$ cat src/sv/pedestal_cell_averager_assert.svh
// Assertion macros used by the cell engine of the pedestal cell averager.
`ifndef PEDESTAL_CELL_AVERAGER_ASSERT_SVH
`define PEDESTAL_CELL_AVERAGER_ASSERT_SVH
`ifndef SYNTH
`define PCA_ASSERT(label, clk, rst, prop) \
  label: assert property (@(posedge clk) disable iff (rst) prop) \
    else $error("pedestal cell averager assertion failed");
`define PCA_ASSERT_NEXT(label, clk, rst, ante, cons) \
  label: assert property (@(posedge clk) disable iff (rst) (ante) |=> (cons)) \
    else $error("pedestal cell averager assertion failed");
`else
`define PCA_ASSERT(label, clk, rst, prop)
`define PCA_ASSERT_NEXT(label, clk, rst, ante, cons)
`endif
`endif

$ cat src/sv/pca_pkg.sv
// Shared constants, types and functions of the pedestal cell averager.
`default_nettype none
package pca_pkg;
  localparam int NUM_CHANNELS_DEF       = 8;
  localparam int NUM_WINDOWS_DEF        = 512;
  localparam int SAMPLES_PER_WINDOW_DEF = 64;
  localparam int ADC_BITS_DEF           = 12;
  localparam int COUNT_BITS_DEF         = 16;

  localparam int CHANNEL_BITS   = 3;
  localparam int WINDOW_BITS    = 9;
  localparam int SAMPLE_BITS    = 6;
  localparam int ADC_IN_BITS    = 12;
  localparam int ADC_WIDE_BITS  = 16;
  localparam int OUT_BITS       = 16;
  localparam int FRAC_BITS      = 4;
  localparam int IN_TDATA_BITS  = 32;
  localparam int OUT_TDATA_BITS = 32;
  localparam int QUEUE_DEPTH    = 4;

  localparam logic [OUT_BITS-1:0] OUT_MAX = '1;

  typedef enum logic {
    OP_ACCUM = 1'b0,
    OP_READ  = 1'b1
  } op_t;

  function automatic int addr_bits(input int cells);
    return (cells > 1) ? $clog2(cells) : 1;
  endfunction
endpackage
`default_nettype wire

$ cat src/sv/pca_queue.sv
// Short first-in first-out queue between the input side and the cell engine.
`default_nettype none
module pca_queue import pca_pkg::*; #(
  parameter int WIDTH = 8,
  parameter int DEPTH = QUEUE_DEPTH,
  localparam int PtrBits = (DEPTH > 1) ? $clog2(DEPTH) : 1,
  localparam int CntBits = $clog2(DEPTH + 1)
) (
  input  logic             clk,
  input  logic             rst,
  input  logic             push,
  input  logic [WIDTH-1:0] push_data,
  input  logic             pop,
  output logic [WIDTH-1:0] head_data,
  output logic             full,
  output logic             empty
);
  logic [WIDTH-1:0]   slots [DEPTH];
  logic [PtrBits-1:0] wr_ptr;
  logic [PtrBits-1:0] rd_ptr;
  logic [CntBits-1:0] fill;

  assign full      = (fill == CntBits'(DEPTH));
  assign empty     = (fill == '0);
  assign head_data = slots[rd_ptr];

  always_ff @(posedge clk) begin
    if (rst) begin
      wr_ptr <= '0;
      rd_ptr <= '0;
      fill   <= '0;
    end else begin
      if (push) begin
        wr_ptr <= (wr_ptr == PtrBits'(DEPTH - 1)) ? '0 : wr_ptr + 1'b1;
      end
      if (pop) begin
        rd_ptr <= (rd_ptr == PtrBits'(DEPTH - 1)) ? '0 : rd_ptr + 1'b1;
      end
      if (push && !pop) begin
        fill <= fill + 1'b1;
      end else if (pop && !push) begin
        fill <= fill - 1'b1;
      end
    end
  end

  always_ff @(posedge clk) begin
    if (push) begin
      slots[wr_ptr] <= push_data;
    end
  end
endmodule
`default_nettype wire

$ cat config.mk
export PLATFORM = sky130hd
export DESIGN_NAME = pca_queue
export DESIGN_NICKNAME = d
export VERILOG_FILES = /design/src/sv/pedestal_cell_averager_assert.svh /design/src/sv/pca_pkg.sv /design/src/sv/pca_queue.sv
export SDC_FILE = /design/constraint.sdc
export NUM_CORES = 1
export LEC_CHECK = 0
export ABC_AREA = 1
export ABC_CLOCK_PERIOD_IN_PS = 1700
export BUFFER_PORTS_ARGS = -buffer_cell sky130_fd_sc_hd__buf_2
export CAP_MARGIN = 30
export CELL_PAD_IN_SITES_DETAIL_PLACEMENT = 1
export CELL_PAD_IN_SITES_GLOBAL_PLACEMENT = 1
export CORE_UTILIZATION = 45
export DETAILED_ROUTE_END_ITERATION = 12
export PLACE_DENSITY = 0.86
export SLEW_MARGIN = 20
export SYNTH_ARGS = -nofsm -noshare
export SYNTH_HDL_FRONTEND = slang
export SYNTH_SLANG_ARGS = --single-unit
$ cat constraint.sdc
create_clock -name clk -period 1.7 [get_ports clk]
set_clock_uncertainty 0.2 [all_clocks]
set_input_delay 0.255 -clock clk [delete_from_list [all_inputs] [get_ports clk]]
set_output_delay 0.255 -clock clk [all_outputs]
set_load 0.05 [all_outputs]
; Word-level counts from Yosys, hierarchy flattened
; Memories as Yosys holds them, arrays and structs flattened. A register that Yosys moved wholly into a read port is not among the register bits.
; Cells that the tools add are included.
[word_totals]
ff_bits = 7
mem_bits_rw = 32
out_inout_bits = 10
wordCells = 25
mem_count = 1
[mem_list]
columns = name, words, width, rd, rd_clocked_by_memory_dff, write_ports, line
row1 = slots, 4, 8, 1, 1, 1, pca_queue.sv:18  ; logic [WIDTH-1:0] slots [DEPTH];
[classes]
add_sub_neg = 4
eq_ne = 3
mux = 8
reduce_logical = 6
[ops]
columns = operator, n
row1 = 2-bit two-way mux, 4
row2 = 3-bit two-way mux, 2
row3 = 2-bit by 1-bit adder with 2-bit output (second input constant), 2
row4 = 2-bit equality test (second input constant), 2
row5 = 3-bit by 1-bit adder with 3-bit output (second input constant), 1
row6 = 3-bit equality test (second input constant), 1
row7 = 3-bit zero test, 1
row8 = 3-bit by 1-bit subtractor with 3-bit output (second input constant), 1
row9 = 1-bit logical AND, 2
row10 = 1-bit zero test, 2
row11 = 1-bit two-way mux, 2
row12 = 2-bit nonzero test, 1

; Longest topological paths before layout
[depth]
word_depth = 4
depth_mapped = 10
depth_no_buf = 10

; Worst setup path before layout
; OpenSTA, ideal clock, no wires.
[synth_path]
path_type = flip-flop to output port
from = reg fill[0]
to = out empty
t_arrival_ps = 1431
slack_ps = -186
stages_incl_launch_ff = 2
cell_sequence = dfxtp_1 -> nor3_1
[synth_between]
elab_chain_cells = 1
[synth_rtl]
columns = element, line
row1 = from (decl), pca_queue.sv:21  ; logic [CntBits-1:0] fill;
row2 = from (signal assigned), pca_queue.sv:40  ; fill <= fill + 1'b1;
row3 = from (signal assigned), pca_queue.sv:42  ; fill <= fill - 1'b1;
row4 = 3-bit zero test, pca_queue.sv:24  ; assign empty = (fill == '0);
row5 = to (decl), pca_queue.sv:16  ; output logic empty
; No other way between the ends.

==> results.json <==
{
  "status": "finished, violations left",
  "violations": "setup timing",
  "critPathMaxFanout": 16,
  "place_ws_ns": -0.0499,
  "yosysWarnings": 0,
  "yosysTopAreaCell": "edfxtp_1",
  "min_period_ns": 1.82,
  "maxSlewViolCount": 0,
  "power_leakage_nw": 0.878,
  "die_w_um": 62.6,
  "async_flop_share": 0,
  "r2r_cells": 3,
  "avgSynthCellArea_sq_um": 12.2,
  "hold_violations": 0,
  "initial_core_util": 0.484,
  "fin_nets": 196,
  "cts_made_buffers": 5,
  "setup_slack_ns": -0.120,
  "dp_hpwl_um": 2510,
  "slew_headroom": 0.725,
  "worstPathArrival_ns": 1.36,
  "synth.net_count": 154,
  "synth_edf_count": 32,
  "grt_max_degree": 17,
  "synth_top_flop_cell": "edfxtp_1",
  "vias": 1156,
  "cts_htree_levels": 2,
  "yosys-top-cells-area": "edfxtp_1, dfxtp_1, nor2_1",
  "synth_top_area_share": 0.582,
  "fp-row-count": 21,
  "io_pins": 22,
  "endpoint_kind": "output port",
  "ys_seq_area_frac": 0.691,
  "gr-total-overflow": 0,
  "yosysMostFrequentCell": "edfxtp_1",
  "n_antenna_cell": 0,
  "initialDrtViolationCount": 60,
  "dieHeight_um": 62.6,
  "clkTransAtPathRegs_ns": 0.11,
  "wirelength_um": 3940,
  "hold_path_depth": 3,
  "synthTopCellsByCount": "edfxtp_1, nor2_1, inv_1, o21ai_0, dfxtp_1",
  "syn-cell-area_sq_um": 1650,
  "antenna_left": 0,
  "drv_cap": 0,
  "hp-class": "primary input to flop",
  "yosysUniqueCellTypes": 19,
  "cts_tree": "done",
  "drive_gt1_frac": 0.326,
  "avgRoutedWirePerCell_um": 17.6,
  "cts.sinks": 41,
  "syn_inst": 135,
  "worstMarginPinSlew_ns": 0.412,
  "clk_latency_ns": 0.34,
  "ys_ff_latch": 41,
  "finalSetupViolCount": 8,
  "fp.coreArea_sq_um": 3420,
  "crit_type": "flop to output port",
  "via_per_inst": 5.16,
  "vdd_drop_max_mv": 0.671,
  "cts_max_path_buffers": 2,
  "hold_ws_ns": 0.0652,
  "rsz0062_at_grt": "true",
  "grt.total_usage": 0.208,
  "period_share": 1.07,
  "flow.area_growth_from_synthesis_pct": 31.7,
  "antenna_found_initial": 0,
  "p_per_area_nw_per_um2": 1060,
  "dr.pass1.iters": 4,
  "grt_pass1_wl_um": 5910,
  "max_clock_freq_mhz": 549,
  "cts-root-buf": "clkbuf_4",
  "die_area_sq_um": 3920,
  "drc": 0,
  "crit_required_ns": 1.24,
  "portBuffers": 21,
  "grt_pass1_vias": 1264,
  "startpoint_type": "flop",
  "gp_congestion": 0.731
}
[cell type report]
cell class | count | area [sq um]
Clock inverter | 2 | 35.0
Sequential cell | 41 | 1150
Fill cell | 347 | 1240
Inverter | 16 | 67.6
Multi-Input combinational cell | 76 | 512
Tap cell | 46 | 57.6
Clock buffer | 6 | 41.3
Timing Repair Buffer | 37 | 314
[repair_timing]
item,4_1_cts,5_1_grt
endpoints found under the setup margin,8,10
hold buffers,9,0
cloned,1,0
gates resized for setup,37,16
hold endpoints to repair,36,0
buffers inserted,0,2
pin swaps,4,4
[final timing paths]
| path | startpoint | to | slack, ns |
|---|---|---|---|
| setup / recovery | flop | head_data[7] | -0.12 |
| hold / removal | push | wr_ptr[1] | 0.07 |
| setup reg to reg | wr_ptr[0] | slots[3][5] | 0.17 |
| hold reg to reg | wr_ptr[1] | wr_ptr[1] | 0.36 |
[cells in the final DEF, fill, tap and decap left out, drive strengths merged]
| cell | n |
|---|---|
| nand3 | 1 |
| ha | 6 |
| xor2 | 1 |
| clkbuf | 6 |
| nor3 | 4 |
| nand2 | 8 |
| clkinv | 1 |
| edfxtp | 32 |
| bufinv | 1 |
| dlygate4sd3 | 9 |
| nand4 | 1 |
| a21oi | 3 |
| o21ai | 19 |
| nor2 | 24 |
| fa | 1 |
| buf | 28 |
| o22ai | 8 |
| dfxtp | 9 |
| inv | 16 |
[cell families after synthesis]
group | after synthesis | share of synthesized area
DFF | 41 | 0.691
buffers and inverters | 18 | 0.0500
xor gates and xnor gates | 1 | 0.00530
and+or+nand+nor | 38 | 0.0947
adders and majority gates | 7 | 0.0576
AOI/OAI and AO/OA | 30 | 0.102
[state kept, by name, indices dropped and copies added, names as in the netlist, named ones only]
name / count
rd_ptr: 2
slots: 32
wr_ptr: 2
fill: 3
[metrics by stage]
step	power (mW)	util	TNS (ns)	area, sq um	cells
6_report	2.30	0.637	-0.657	2180	224
2_1_floorplan	1.48	-	-0.371	1700	135
4_1_cts	2.28	0.622	-0.727	2120	222
3_3_place_gp	1.57	0.548	0	1870	204
5_1_grt	2.38	0.637	-1.15	2180	224
3_5_place_dp	1.60	0.548	-0.0499	1870	204
[metal layers]
metal | vias to the layer above | track usage | part of all wire | wire [um]
li1 | 555 | - | - | -
met1 | 568 | 0.216 | 0.40 | 1580
met2 | 25 | 0.382 | 0.55 | 2170
met3 | 8 | 0.0675 | 0.030 | 119
met4 | 0 | 0.0843 | 0.019 | 74
met5 | - | 0 | 0 | 0
[worst max-delay path, cell delays in order (launching register included)]
cell     delay [ns]
dfxtp_4        0.40
inv_6          0.14
nor2_1         0.09
o22ai_2        0.20
buf_6          0.18
[report_power, final]
| group | total, mW | switching [mW] | internal [mW] |
|---|---|---|---|
| Clock | 0.615 | 0.306 | 0.308 |
| Sequential | 1.18 | 0.0434 | 1.14 |
| Combinational | 0.502 | 0.317 | 0.185 |
| Total | 2.30 | 0.667 | 1.63 |
Power figures use the tool's default switching activity.
